$ cat src/hw/rtl/ordered_list_with_key_delete_unit_assert.svh
// Assertion macros shared by the ordered list unit.
`ifndef ORDERED_LIST_WITH_KEY_DELETE_UNIT_ASSERT_SVH
`define ORDERED_LIST_WITH_KEY_DELETE_UNIT_ASSERT_SVH

`ifndef SYNTHESIS

// Same-cycle implication.
`define OLKD_ASSERT_IMPLY(label, clk, rst, ante, cons, msg) \
   label: assert property (@(posedge clk) disable iff (rst) (ante) |-> (cons)) \
      else $error(msg);

// Next-cycle implication.
`define OLKD_ASSERT_NEXT(label, clk, rst, ante, cons, msg) \
   label: assert property (@(posedge clk) disable iff (rst) (ante) |=> (cons)) \
      else $error(msg);

`else

`define OLKD_ASSERT_IMPLY(label, clk, rst, ante, cons, msg)
`define OLKD_ASSERT_NEXT(label, clk, rst, ante, cons, msg)

`endif

`endif

$ cat src/hw/rtl/olkd_pkg.sv
package olkd_pkg;

   localparam int MODE_WIDTH    = 2;
   localparam int IN_KEY_WIDTH  = 32;
   localparam int STATUS_WIDTH  = 2;
   localparam int OUT_KEY_WIDTH = 32;
   localparam int COUNT_WIDTH   = 5;

   typedef enum logic [MODE_WIDTH-1:0] {
      MODE_APPEND      = 2'd0,
      MODE_DELETE_KEY  = 2'd1,
      MODE_DELETE_HEAD = 2'd2,
      MODE_DELETE_TAIL = 2'd3
   } mode_type;

   typedef enum logic [STATUS_WIDTH-1:0] {
      STATUS_DONE      = 2'd0,
      STATUS_FULL      = 2'd1,
      STATUS_NOT_FOUND = 2'd2,
      STATUS_EMPTY     = 2'd3
   } status_type;

   // controller -> datapath
   typedef struct packed {
      logic       capture;
      logic       fetch_head;
      logic       fetch_tail;
      logic       search_step;
      logic       alloc_fresh;
      logic       alloc_pop;
      logic       alloc_load;
      logic       append;
      logic       unlink;
      logic       result_set;
      status_type result_status;
      logic       rsp_load;
   } ctrl_cmd_type;

   // datapath -> controller
   typedef struct packed {
      mode_type mode;
      logic     empty;
      logic     full;
      logic     fresh_avail;
      logic     key_match;
      logic     search_last;
   } dp_status_type;

endpackage

$ cat src/hw/rtl/olkd_if.sv
interface olkd_req_if import olkd_pkg::*; ();
   logic                           valid;
   logic                           ready;
   mode_type                       mode;
   logic signed [IN_KEY_WIDTH-1:0] key;

   modport source (output valid, output mode, output key, input ready);
   modport sink   (input valid, input mode, input key, output ready);
endinterface

interface olkd_rsp_if import olkd_pkg::*; ();
   logic                            valid;
   logic                            ready;
   status_type                      status;
   logic signed [OUT_KEY_WIDTH-1:0] removed_key;
   logic [COUNT_WIDTH-1:0]          entry_count;

   modport source (output valid, output status, output removed_key, output entry_count,
                   input ready);
   modport sink   (input valid, input status, input removed_key, input entry_count,
                   output ready);
endinterface

$ cat src/hw/rtl/olkd_datapath.sv
`include "ordered_list_with_key_delete_unit_assert.svh"

module olkd_datapath import olkd_pkg::*; #(
   parameter int CAPACITY  = 16,
   parameter int KEY_WIDTH = 32
) (
   input  logic                            clock,
   input  logic                            reset,
   input  ctrl_cmd_type                    cmd,
   output dp_status_type                   status,
   input  mode_type                        req_mode,
   input  logic signed [IN_KEY_WIDTH-1:0]  req_key,
   output status_type                      rsp_status,
   output logic signed [OUT_KEY_WIDTH-1:0] rsp_removed_key,
   output logic [COUNT_WIDTH-1:0]          rsp_entry_count
);

   localparam int IDX_W = $clog2(CAPACITY);
   localparam int OCC_W = $clog2(CAPACITY + 1);

   // slot storage
   logic [KEY_WIDTH-1:0] key_mem_ff  [CAPACITY];
   logic [IDX_W-1:0]     next_mem_ff [CAPACITY];
   logic [IDX_W-1:0]     prev_mem_ff [CAPACITY];
   logic [IDX_W-1:0]     free_mem_ff [CAPACITY];   // stack of released slots

   mode_type             mode_ff;
   logic [KEY_WIDTH-1:0] key_ff;
   logic [KEY_WIDTH-1:0] key_rd_ff;
   logic [IDX_W-1:0]     next_rd_ff, prev_rd_ff, rd_addr_ff, free_rd_ff, slot_ff;
   logic [IDX_W-1:0]     head_ff, head_in, tail_ff, tail_in;
   logic [OCC_W-1:0]     occ_ff, occ_in, hwm_ff, hwm_in, sp_ff, sp_in, seen_ff;
   logic [OCC_W-1:0]     sp_dec;

   status_type                result_status_ff, rsp_status_ff;
   logic [OUT_KEY_WIDTH-1:0]  result_key_ff, rsp_key_ff;
   logic [COUNT_WIDTH-1:0]    rsp_count_ff;

   logic                 rd_en;
   logic [IDX_W-1:0]     rd_addr;
   logic                 unlink_last, unlink_head, unlink_tail, unlink_mid;
   logic                 next_we, prev_we;
   logic [IDX_W-1:0]     next_waddr, next_wdata, prev_waddr, prev_wdata;

   assign status.mode        = mode_ff;
   assign status.empty       = (occ_ff == '0);
   assign status.full        = (occ_ff == OCC_W'(CAPACITY));
   assign status.fresh_avail = (hwm_ff != OCC_W'(CAPACITY));
   assign status.key_match   = (key_rd_ff == key_ff);
   assign status.search_last = ((seen_ff + 1'b1) == occ_ff);

   assign rd_en  = cmd.fetch_head | cmd.fetch_tail | cmd.search_step;
   assign sp_dec = sp_ff - 1'b1;

   always_comb begin
      priority if (cmd.fetch_head) begin
         rd_addr = head_ff;
      end else if (cmd.fetch_tail) begin
         rd_addr = tail_ff;
      end else begin
         rd_addr = next_rd_ff;   // walk forward
      end
   end

   assign unlink_last = (occ_ff == OCC_W'(1));
   assign unlink_head = (rd_addr_ff == head_ff);
   assign unlink_tail = (rd_addr_ff == tail_ff);
   assign unlink_mid  = !unlink_last && !unlink_head && !unlink_tail;

   // link write ports: append hooks the new slot on, unlink splices around a middle slot
   always_comb begin
      next_we    = 1'b0;
      next_waddr = tail_ff;
      next_wdata = slot_ff;
      prev_we    = 1'b0;
      prev_waddr = slot_ff;
      prev_wdata = status.empty ? slot_ff : tail_ff;
      if (cmd.append) begin
         next_we = !status.empty;
         prev_we = 1'b1;
      end else if (cmd.unlink && unlink_mid) begin
         next_we    = 1'b1;
         next_waddr = prev_rd_ff;
         next_wdata = next_rd_ff;
         prev_we    = 1'b1;
         prev_waddr = next_rd_ff;
         prev_wdata = prev_rd_ff;
      end
   end

   always_comb begin
      head_in = head_ff;
      tail_in = tail_ff;
      occ_in  = occ_ff;
      hwm_in  = hwm_ff;
      sp_in   = sp_ff;
      if (cmd.alloc_fresh) begin
         hwm_in = hwm_ff + 1'b1;
      end
      if (cmd.alloc_pop) begin
         sp_in = sp_dec;
      end
      if (cmd.append) begin
         tail_in = slot_ff;
         if (status.empty) begin
            head_in = slot_ff;
         end
         occ_in = occ_ff + 1'b1;
      end
      if (cmd.unlink) begin
         sp_in  = sp_ff + 1'b1;
         occ_in = occ_ff - 1'b1;
         priority if (unlink_last) begin
            head_in = '0;
            tail_in = '0;
         end else if (unlink_head) begin
            head_in = next_rd_ff;
         end else if (unlink_tail) begin
            tail_in = prev_rd_ff;
         end
      end
   end

   always_ff @(posedge clock) begin
      if (reset) begin
         head_ff <= '0;
         tail_ff <= '0;
         occ_ff  <= '0;
         hwm_ff  <= '0;
         sp_ff   <= '0;
      end else begin
         head_ff <= head_in;
         tail_ff <= tail_in;
         occ_ff  <= occ_in;
         hwm_ff  <= hwm_in;
         sp_ff   <= sp_in;
      end
   end

   // memories
   always_ff @(posedge clock) begin
      if (cmd.append) begin
         key_mem_ff[slot_ff] <= key_ff;
      end
      if (next_we) begin
         next_mem_ff[next_waddr] <= next_wdata;
      end
      if (prev_we) begin
         prev_mem_ff[prev_waddr] <= prev_wdata;
      end
      if (cmd.unlink) begin
         free_mem_ff[sp_ff[IDX_W-1:0]] <= rd_addr_ff;
      end
      if (rd_en) begin
         key_rd_ff  <= key_mem_ff[rd_addr];
         next_rd_ff <= next_mem_ff[rd_addr];
         prev_rd_ff <= prev_mem_ff[rd_addr];
         rd_addr_ff <= rd_addr;
      end
      if (cmd.alloc_pop) begin
         free_rd_ff <= free_mem_ff[sp_dec[IDX_W-1:0]];
      end
   end

   always_ff @(posedge clock) begin
      if (cmd.capture) begin
         mode_ff <= req_mode;
         key_ff  <= KEY_WIDTH'(req_key);
      end
      if (cmd.fetch_head) begin
         seen_ff <= '0;
      end else if (cmd.search_step) begin
         seen_ff <= seen_ff + 1'b1;
      end
      if (cmd.alloc_fresh) begin
         slot_ff <= hwm_ff[IDX_W-1:0];
      end else if (cmd.alloc_load) begin
         slot_ff <= free_rd_ff;
      end
      if (cmd.result_set) begin
         result_status_ff <= cmd.result_status;
         result_key_ff    <= cmd.unlink ? OUT_KEY_WIDTH'(key_rd_ff) : '0;
      end
      if (cmd.rsp_load) begin
         rsp_status_ff <= result_status_ff;
         rsp_key_ff    <= result_key_ff;
         rsp_count_ff  <= COUNT_WIDTH'(occ_ff);
      end
   end

   assign rsp_status      = rsp_status_ff;
   assign rsp_removed_key = rsp_key_ff;
   assign rsp_entry_count = rsp_count_ff;

   // a slot is taken but not yet on the list while alloc_load / append run
   `OLKD_ASSERT_IMPLY(a_occ_bound, clock, reset, 1'b1, occ_ff <= OCC_W'(CAPACITY), "occupancy above capacity")
   `OLKD_ASSERT_IMPLY(a_slot_accounting, clock, reset, !cmd.alloc_load && !cmd.append, ({1'b0, sp_ff} + {1'b0, occ_ff}) == {1'b0, hwm_ff}, "free stack and list disagree on used slots")
   `OLKD_ASSERT_NEXT(a_unlink_count, clock, reset, cmd.unlink, occ_ff == ($past(occ_ff) - 1'b1), "unlink did not drop the count by one")

endmodule

$ cat src/hw/rtl/olkd_controller.sv
`include "ordered_list_with_key_delete_unit_assert.svh"

module olkd_controller import olkd_pkg::*; (
   input  logic          clock,
   input  logic          reset,
   input  logic          req_valid,
   output logic          req_ready,
   output logic          rsp_valid,
   input  logic          rsp_ready,
   input  dp_status_type status,
   output ctrl_cmd_type  cmd
);

   typedef enum logic [6:0] {
      ST_IDLE     = 7'b0000001,
      ST_DISPATCH = 7'b0000010,
      ST_ALLOC    = 7'b0000100,
      ST_APPEND   = 7'b0001000,
      ST_SEARCH   = 7'b0010000,
      ST_UNLINK   = 7'b0100000,
      ST_RESULT   = 7'b1000000
   } state_type;

   state_type state_ff, state_in;
   logic      rsp_valid_ff, rsp_valid_in;

   assign req_ready = (state_ff == ST_IDLE);
   assign rsp_valid = rsp_valid_ff;

   always_comb begin
      state_in     = state_ff;
      cmd          = '0;
      rsp_valid_in = rsp_valid_ff && !rsp_ready;
      unique case (state_ff)
         ST_IDLE: begin
            if (req_valid) begin
               cmd.capture = 1'b1;
               state_in    = ST_DISPATCH;
            end
         end
         ST_DISPATCH: begin
            if (status.mode == MODE_APPEND) begin
               if (status.full) begin
                  cmd.result_set    = 1'b1;
                  cmd.result_status = STATUS_FULL;
                  state_in          = ST_RESULT;
               end else if (status.fresh_avail) begin
                  cmd.alloc_fresh = 1'b1;
                  state_in        = ST_APPEND;
               end else begin
                  cmd.alloc_pop = 1'b1;
                  state_in      = ST_ALLOC;
               end
            end else if (status.empty) begin
               cmd.result_set    = 1'b1;
               cmd.result_status = STATUS_EMPTY;
               state_in          = ST_RESULT;
            end else if (status.mode == MODE_DELETE_KEY) begin
               cmd.fetch_head = 1'b1;
               state_in       = ST_SEARCH;
            end else if (status.mode == MODE_DELETE_HEAD) begin
               cmd.fetch_head = 1'b1;
               state_in       = ST_UNLINK;
            end else begin
               cmd.fetch_tail = 1'b1;
               state_in       = ST_UNLINK;
            end
         end
         ST_ALLOC: begin
            cmd.alloc_load = 1'b1;
            state_in       = ST_APPEND;
         end
         ST_APPEND: begin
            cmd.append        = 1'b1;
            cmd.result_set    = 1'b1;
            cmd.result_status = STATUS_DONE;
            state_in          = ST_RESULT;
         end
         ST_SEARCH: begin
            if (status.key_match) begin
               state_in = ST_UNLINK;
            end else if (status.search_last) begin
               cmd.result_set    = 1'b1;
               cmd.result_status = STATUS_NOT_FOUND;
               state_in          = ST_RESULT;
            end else begin
               cmd.search_step = 1'b1;
            end
         end
         ST_UNLINK: begin
            cmd.unlink        = 1'b1;
            cmd.result_set    = 1'b1;
            cmd.result_status = STATUS_DONE;
            state_in          = ST_RESULT;
         end
         ST_RESULT: begin
            if (!rsp_valid_ff || rsp_ready) begin
               cmd.rsp_load = 1'b1;
               rsp_valid_in = 1'b1;
               state_in     = ST_IDLE;
            end
         end
         default: begin
            state_in = ST_IDLE;
         end
      endcase
   end

   always_ff @(posedge clock) begin
      if (reset) begin
         state_ff     <= ST_IDLE;
         rsp_valid_ff <= 1'b0;
      end else begin
         state_ff     <= state_in;
         rsp_valid_ff <= rsp_valid_in;
      end
   end

   `OLKD_ASSERT_NEXT(a_accept_dispatch, clock, reset, req_valid && req_ready, state_ff == ST_DISPATCH, "accepted transfer not dispatched")
   `OLKD_ASSERT_NEXT(a_search_continues, clock, reset, (state_ff == ST_SEARCH) && !status.key_match && !status.search_last, state_ff == ST_SEARCH, "search left early")
   `OLKD_ASSERT_NEXT(a_result_held, clock, reset, (state_ff == ST_RESULT) && rsp_valid_ff && !rsp_ready, (state_ff == ST_RESULT) && rsp_valid_ff, "pending result overwritten")

endmodule

$ cat src/hw/rtl/ordered_list_with_key_delete_unit.sv
// Ordered key list: holds up to CAPACITY keys in arrival order as a doubly
// linked list over slot memories. Each req transfer carries a mode (append at
// tail, delete the oldest entry equal to key, delete head, delete tail) and
// yields exactly one rsp transfer with status (done, full, not found, empty),
// the removed key (zero when nothing was removed) and the entry count after
// the operation. Keys are stored and compared on their low KEY_WIDTH bits.
// One item is in work at a time. Refused operations go straight from dispatch
// to the result; append allocates a fresh slot, or, once every slot has been
// handed out, recycles a released slot from the free stack through the ALLOC
// state; delete head or tail fetches that entry and unlinks it; delete by key
// walks the list from the head, passing at most CAPACITY - 1 entries before a
// match, or every entry on a miss; the one-entry-per-cycle walk over the key
// and link memories sets the delete-by-key time. req is ready again the cycle
// after the result is loaded. A new req transfer is taken while the previous
// result still waits on rsp; the next result then holds in the unit until
// that one is taken. No reset sweep: unused slots are handed out by a
// high-water count, freed ones from a stack.
module ordered_list_with_key_delete_unit import olkd_pkg::*; #(
   parameter int CAPACITY  = 16,
   parameter int KEY_WIDTH = 32
) (
   input logic        clock,
   input logic        reset,
   olkd_req_if.sink   req_bus,
   olkd_rsp_if.source rsp_bus
);

   ctrl_cmd_type  cmd;
   dp_status_type dp_status;

   // sequencing and handshakes
   olkd_controller u_controller (
      .clock     (clock),
      .reset     (reset),
      .req_valid (req_bus.valid),
      .req_ready (req_bus.ready),
      .rsp_valid (rsp_bus.valid),
      .rsp_ready (rsp_bus.ready),
      .status    (dp_status),
      .cmd       (cmd)
   );

   // list memories, pointers, counters and the result register
   olkd_datapath #(
      .CAPACITY  (CAPACITY),
      .KEY_WIDTH (KEY_WIDTH)
   ) u_datapath (
      .clock           (clock),
      .reset           (reset),
      .cmd             (cmd),
      .status          (dp_status),
      .req_mode        (req_bus.mode),
      .req_key         (req_bus.key),
      .rsp_status      (rsp_bus.status),
      .rsp_removed_key (rsp_bus.removed_key),
      .rsp_entry_count (rsp_bus.entry_count)
   );

endmodule

$ cat src/flat_wrapper.sv
// flat-port wrapper written by rule: the top's interface ports become plain ports
module ordered_list_with_key_delete_unit_flat import olkd_pkg::*;
#(
   parameter int CAPACITY  = 16,
   parameter int KEY_WIDTH = 32
)
  (clock, reset, req_bus_valid, req_bus_mode, req_bus_key, req_bus_ready, rsp_bus_valid, rsp_bus_status, rsp_bus_removed_key, rsp_bus_entry_count, rsp_bus_ready);
  olkd_req_if req_bus_i ();
  olkd_rsp_if rsp_bus_i ();
  input logic clock;
  input logic reset;
  input wire logic [$bits(req_bus_i.valid)-1:0] req_bus_valid;
  input wire logic [$bits(req_bus_i.mode)-1:0] req_bus_mode;
  input wire logic [$bits(req_bus_i.key)-1:0] req_bus_key;
  output wire logic [$bits(req_bus_i.ready)-1:0] req_bus_ready;
  output wire logic [$bits(rsp_bus_i.valid)-1:0] rsp_bus_valid;
  output wire logic [$bits(rsp_bus_i.status)-1:0] rsp_bus_status;
  output wire logic [$bits(rsp_bus_i.removed_key)-1:0] rsp_bus_removed_key;
  output wire logic [$bits(rsp_bus_i.entry_count)-1:0] rsp_bus_entry_count;
  input wire logic [$bits(rsp_bus_i.ready)-1:0] rsp_bus_ready;
  assign req_bus_i.valid = req_bus_valid;
  assign req_bus_i.mode = req_bus_mode;
  assign req_bus_i.key = req_bus_key;
  assign req_bus_ready = req_bus_i.ready;
  assign rsp_bus_valid = rsp_bus_i.valid;
  assign rsp_bus_status = rsp_bus_i.status;
  assign rsp_bus_removed_key = rsp_bus_i.removed_key;
  assign rsp_bus_entry_count = rsp_bus_i.entry_count;
  assign rsp_bus_i.ready = rsp_bus_ready;
  ordered_list_with_key_delete_unit #(.CAPACITY(CAPACITY), .KEY_WIDTH(KEY_WIDTH)) u_core (.clock(clock), .reset(reset), .req_bus(req_bus_i), .rsp_bus(rsp_bus_i));
endmodule
$ cat config.mk
export PLATFORM = sky130hd
export DESIGN_NAME = ordered_list_with_key_delete_unit_flat
export DESIGN_NICKNAME = d
export VERILOG_FILES = /design/src/hw/rtl/olkd_pkg.sv /design/src/hw/rtl/olkd_if.sv /design/src/hw/rtl/olkd_datapath.sv /design/src/hw/rtl/olkd_controller.sv /design/src/hw/rtl/ordered_list_with_key_delete_unit.sv /design/src/flat_wrapper.sv
export VERILOG_INCLUDE_DIRS = /design/src /design/src/hw/rtl
export SDC_FILE = /design/constraint.sdc
export NUM_CORES = 1
export LEC_CHECK = 0
export ABC_AREA = 1
export BUFFER_PORTS_ARGS = -buffer_cell sky130_fd_sc_hd__clkbuf_2
export CORE_MARGIN = 8
export CORE_UTILIZATION = 50
export DETAILED_ROUTE_END_ITERATION = 7
export HOLD_SLACK_MARGIN = 0.1
export PLACE_DENSITY = 0.68
export SETUP_SLACK_MARGIN = 0.3
export SYNTH_ARGS = -nofsm -noshare
export SYNTH_HDL_FRONTEND = slang
export SYNTH_HIERARCHICAL = 1
export SYNTH_SLANG_ARGS = --single-unit
$ cat constraint.sdc
create_clock -name clock -period 3.9 [get_ports clock]
set_input_delay 0.195 -clock clock [delete_from_list [all_inputs] [get_ports clock]]
set_output_delay 0.195 -clock clock [all_outputs]
set_load 0.1 [all_outputs]
==> results.yml <==
setup_path:
  required_ns: 4.30
  end_kind: "register"
  critical_path_class: "reg2reg"
  critPathMaxFanout: 80
  r2r_cells: 17
  regToRegSetupSlack_ns: 0.49
  arrival_ns: 3.82
  start_kind: "register"
synthesis:
  yosysUniqueCellTypes: 51
  avgSynthCellArea_um2: 13.6
  synth_warnings: 6
  synthesis.nets: 2746
  async_reset_ff_frac: 0
  syn_area_um2: 36700
  synth_edf_count: 863
  ys_seq_area_frac: 0.725
  synthCells: 2694
  ys_ff_latch: 898
  synth-main-ff-cell: "edfxtp_1"
timing:
  period_minus_slack_ns: 3.41
  period_share: 0.876
  relSlewSlack: 0.346
  finClkSkew_ns: 0.0297
  layout_setup_ws_ns: 0.485
  setup_viol: 0
  rsz0062_at_grt: "false"
  drv_slew: 0
  tightestPinTransition_ns: 0.981
  fin_tns_setup_ns: 0
  hold_viol: 0
  fmax_mhz: 293
cts:
  clock_path_buffers: 3
  cts_tree: "yes"
  htree_levels: 3
  cts_buffers: 89
  clk_latency_ns: 0.66
  cts.reportedPaths.clkPinSlew_ns: 0.06
  cts_num_sinks: 898
  cts_root_buf: "clkbuf_16"
floorplan:
  dieArea_um2: 82400
  ios: 79
  core.rowCount: 99
  die_y_um: 287
  start_util: 0.504
  die_x_um: 287
  coreArea_um2: 72800
route:
  routed-via-count: 22700
  viasPerCell: 5.89
  drtPass1Iterations: 8
  wl_um: 91000
  drtIter0Drc: 2624
  remaining_drc_errors: 8
  wl_per_cell_um: 23.6
  ant_nets: 0
finish:
  fin_util: 0.577
  final_layout_size_suffix_gt1_frac: 0.180
  fill_cells: 5649
  area_growth_pct: 14.5
  diodes: 0
  instances_no_fill: 3858
  finalNetCount: 2878
run_status:
  status: "finished, violations left"
  violations: "DRC"
global_routing:
  grt_pass1_wl_um: 134000
  grt_use_total: 0.211
  antenna_found_initial: 0
  grt_max_degree: 162
  grt_pass1_vias: 22400
  grt_overflow: 0
min_path:
  whs_path_depth: 2
  hold_path_class: "in2reg"
power:
  leakage_uw: 0.0141
  switchingPower_uw: 3880
  power_frac_comb: 0.013
  ir_drop_mv: 0.376
  powerDensity_nw_per_um2: 471
  pwr-share-seq: 0.540
  p_int_uw: 15900
  p_sw_frac: 0.196
  p_clk_frac: 0.447
place:
  gp_congestion: 0.899
  io_buffer_count: 78
  dp.cells: 3648
  dp.final_hpwl_um: 48900
  pre_cts_slack_ns: 0.207
flow_run:
  maxCapViolCount: 0
sequential cells by signal (all words and copies together) (netlist names), 4 cells and up:
signal / flops
u_core/u_datapath/prev_mem_ff: 64
u_core/u_datapath/occ_ff: 5
u_core/u_datapath/free_rd_ff: 4
u_core/u_datapath/rsp_entry_count: 5
u_core/u_datapath/key_mem_ff: 512
u_core/u_datapath/next_mem_ff: 64
u_core/u_datapath/key_rd_ff: 32
u_core/u_datapath/head_ff: 4
u_core/u_datapath/rsp_removed_key: 32
u_core/u_datapath/tail_ff: 4
u_core/u_datapath/result_key_ff: 32
u_core/u_datapath/free_mem_ff: 64
u_core/u_datapath/slot_ff: 4
u_core/u_controller/state_ff: 7
u_core/u_datapath/prev_rd_ff: 4
u_core/u_datapath/hwm_ff: 5
u_core/u_datapath/sp_ff: 4
u_core/u_datapath/next_rd_ff: 4
u_core/u_datapath/key_ff: 32
u_core/u_datapath/rd_addr_ff: 4
u_core/u_datapath/seen_ff: 5
through the flow:
| stage | instance area, um2 | hold slack (ns) | total power, uW |
|---|---|---|---|
| 2_1_floorplan | 36700 | 0.257 | 11000 |
| 3_3_place_gp | 38400 | 0.372 | 11100 |
| 3_5_place_dp | 38400 | 0.374 | 11100 |
| 4_1_cts | 41900 | 0.213 | 20000 |
| 5_1_grt | 42000 | 0.235 | 20400 |
| 6_report | 42000 | 0.250 | 19800 |
per-layer routing:
layer	track usage	vias up	wire length, um	share of wire
met2	0.345	928	43700	0.48
met3	0.0378	155	7470	0.082
met5	0	-	0	0
li1	-	10200	-	-
met1	0.288	11400	37500	0.41
met4	0.0644	0	2420	0.027
worst max-delay path, cell delays in order, from the launching register on:
cell and delay (ns):
dfxtp_2 0.40, inv_1 0.10, ha_1 0.23, nand3_2 0.13, inv_1 0.13, nor2_1 0.21
nand2_2 0.11, nor2_2 0.22, inv_2 0.10, nand3_2 0.22, nand2_8 0.16, buf_12 0.19
clkbuf_16 0.26, or2_2 0.34, o211ai_1 0.09, nand3_1 0.10, nand3_1 0.09, nand2_1 0.06
layout by cell type, fill, tap and decap left out, drive strengths merged, types with 4 or more instances in the layout:
master	netlist	routed
edfxtp	863	863
o211ai	324	324
or2	324	324
nand3	276	276
nand2	216	217
clkbuf	62	194
nor2	178	178
inv	125	128
buf	91	71
o21ai	68	68
dlygate4sd3	0	39
clkinv	1	36
dfxtp	35	35
a21oi	26	26
xnor2	17	17
xor2	17	17
ha	14	14
bufinv	0	13
o32ai	11	11
nor3	9	9
nand4	8	8
mux2i	5	5
o221ai	5	5
nor4	4	4
final timing paths:
kind | start | end
setup / recovery | u_core/u_datapath/occ_ff[0]$_SDFFE_PP0P_ | u_core/u_datapath/key_rd_ff[18]$_DFFE_PP_
hold / removal | req_bus_key[20] | u_core/u_datapath/key_ff[20]$_DFFE_PP_
setup reg to reg | u_core/u_datapath/occ_ff[0]$_SDFFE_PP0P_ | u_core/u_datapath/key_rd_ff[18]$_DFFE_PP_
hold reg to reg | u_core/u_datapath/result_key_ff[19]$_SDFFCE_PN0P_ | u_core/u_datapath/rsp_removed_key[19]$_DFFE_PP_
kinds of logic (layout without fill, tap and decap cells):
logic type               count (synthesis)  after routing  share of synthesized area
AO/OA/AOI/OAI                          445            445                     0.0858
multiplexers                             5              5                    0.00136
flip-flops                             898            898                      0.725
AND/OR/NAND/NOR                       1019           1020                      0.140
buffers and inverters                  279            483                     0.0346
adder cells (fa/ha/maj)                 14             14                    0.00477
XOR/XNOR                                34             34                    0.00811
what timing repair did:
item / 4_1_cts / 5_1_grt
gates resized for setup: 6 / 9
endpoints found under the hold margin: 49 / 0
setup endpoints to repair: 32 / 40
pin swaps: 0 / 1
hold buffers: 39 / 0
setup buffers: 0 / 2
gates cloned: 0 / 5
cells in the mapped netlist, types with 16 or more instances:
cell	n	area, um2
dfxtp_1	35	701
or2_0	52	325
nand3_1	271	1360
xor2_1	17	149
buf_6	16	180
edfxtp_1	863	25900
o21ai_0	64	320
clkbuf_1	50	188
nand2_1	207	777
or2_2	165	1030
inv_1	113	424
o211ai_1	324	2430
nor2_1	168	631
a21oi_1	25	125
xnor2_1	17	149
or2_1	107	669
buf_2	57	285
power groups by stage:
| stage | clock, uW | sequential [uW] | combinational (uW) |
|---|---|---|---|
| 3_5_place_dp | 0 | 10900 | 233 |
| 5_1_grt | 9380 | 10700 | 287 |
| 4_1_cts | 9010 | 10700 | 264 |
| 6_report | 8860 | 10700 | 263 |
| 2_1_floorplan | 0 | 10900 | 91.3 |
| 3_3_place_gp | 0 | 10900 | 223 |
area by class of cell:
class,count,area (um2),share of cell area
Clock buffer,111,2390,0.0569
Tap cell,959,1200,0.0285
Sequential cell,898,26600,0.633
Clock inverter,53,676,0.0161
Multi-Input combinational cell,1518,9010,0.214
Inverter,126,493,0.0117
Timing Repair Buffer,193,1650,0.0393
Note: power is estimated with default switching activity, not from simulation.
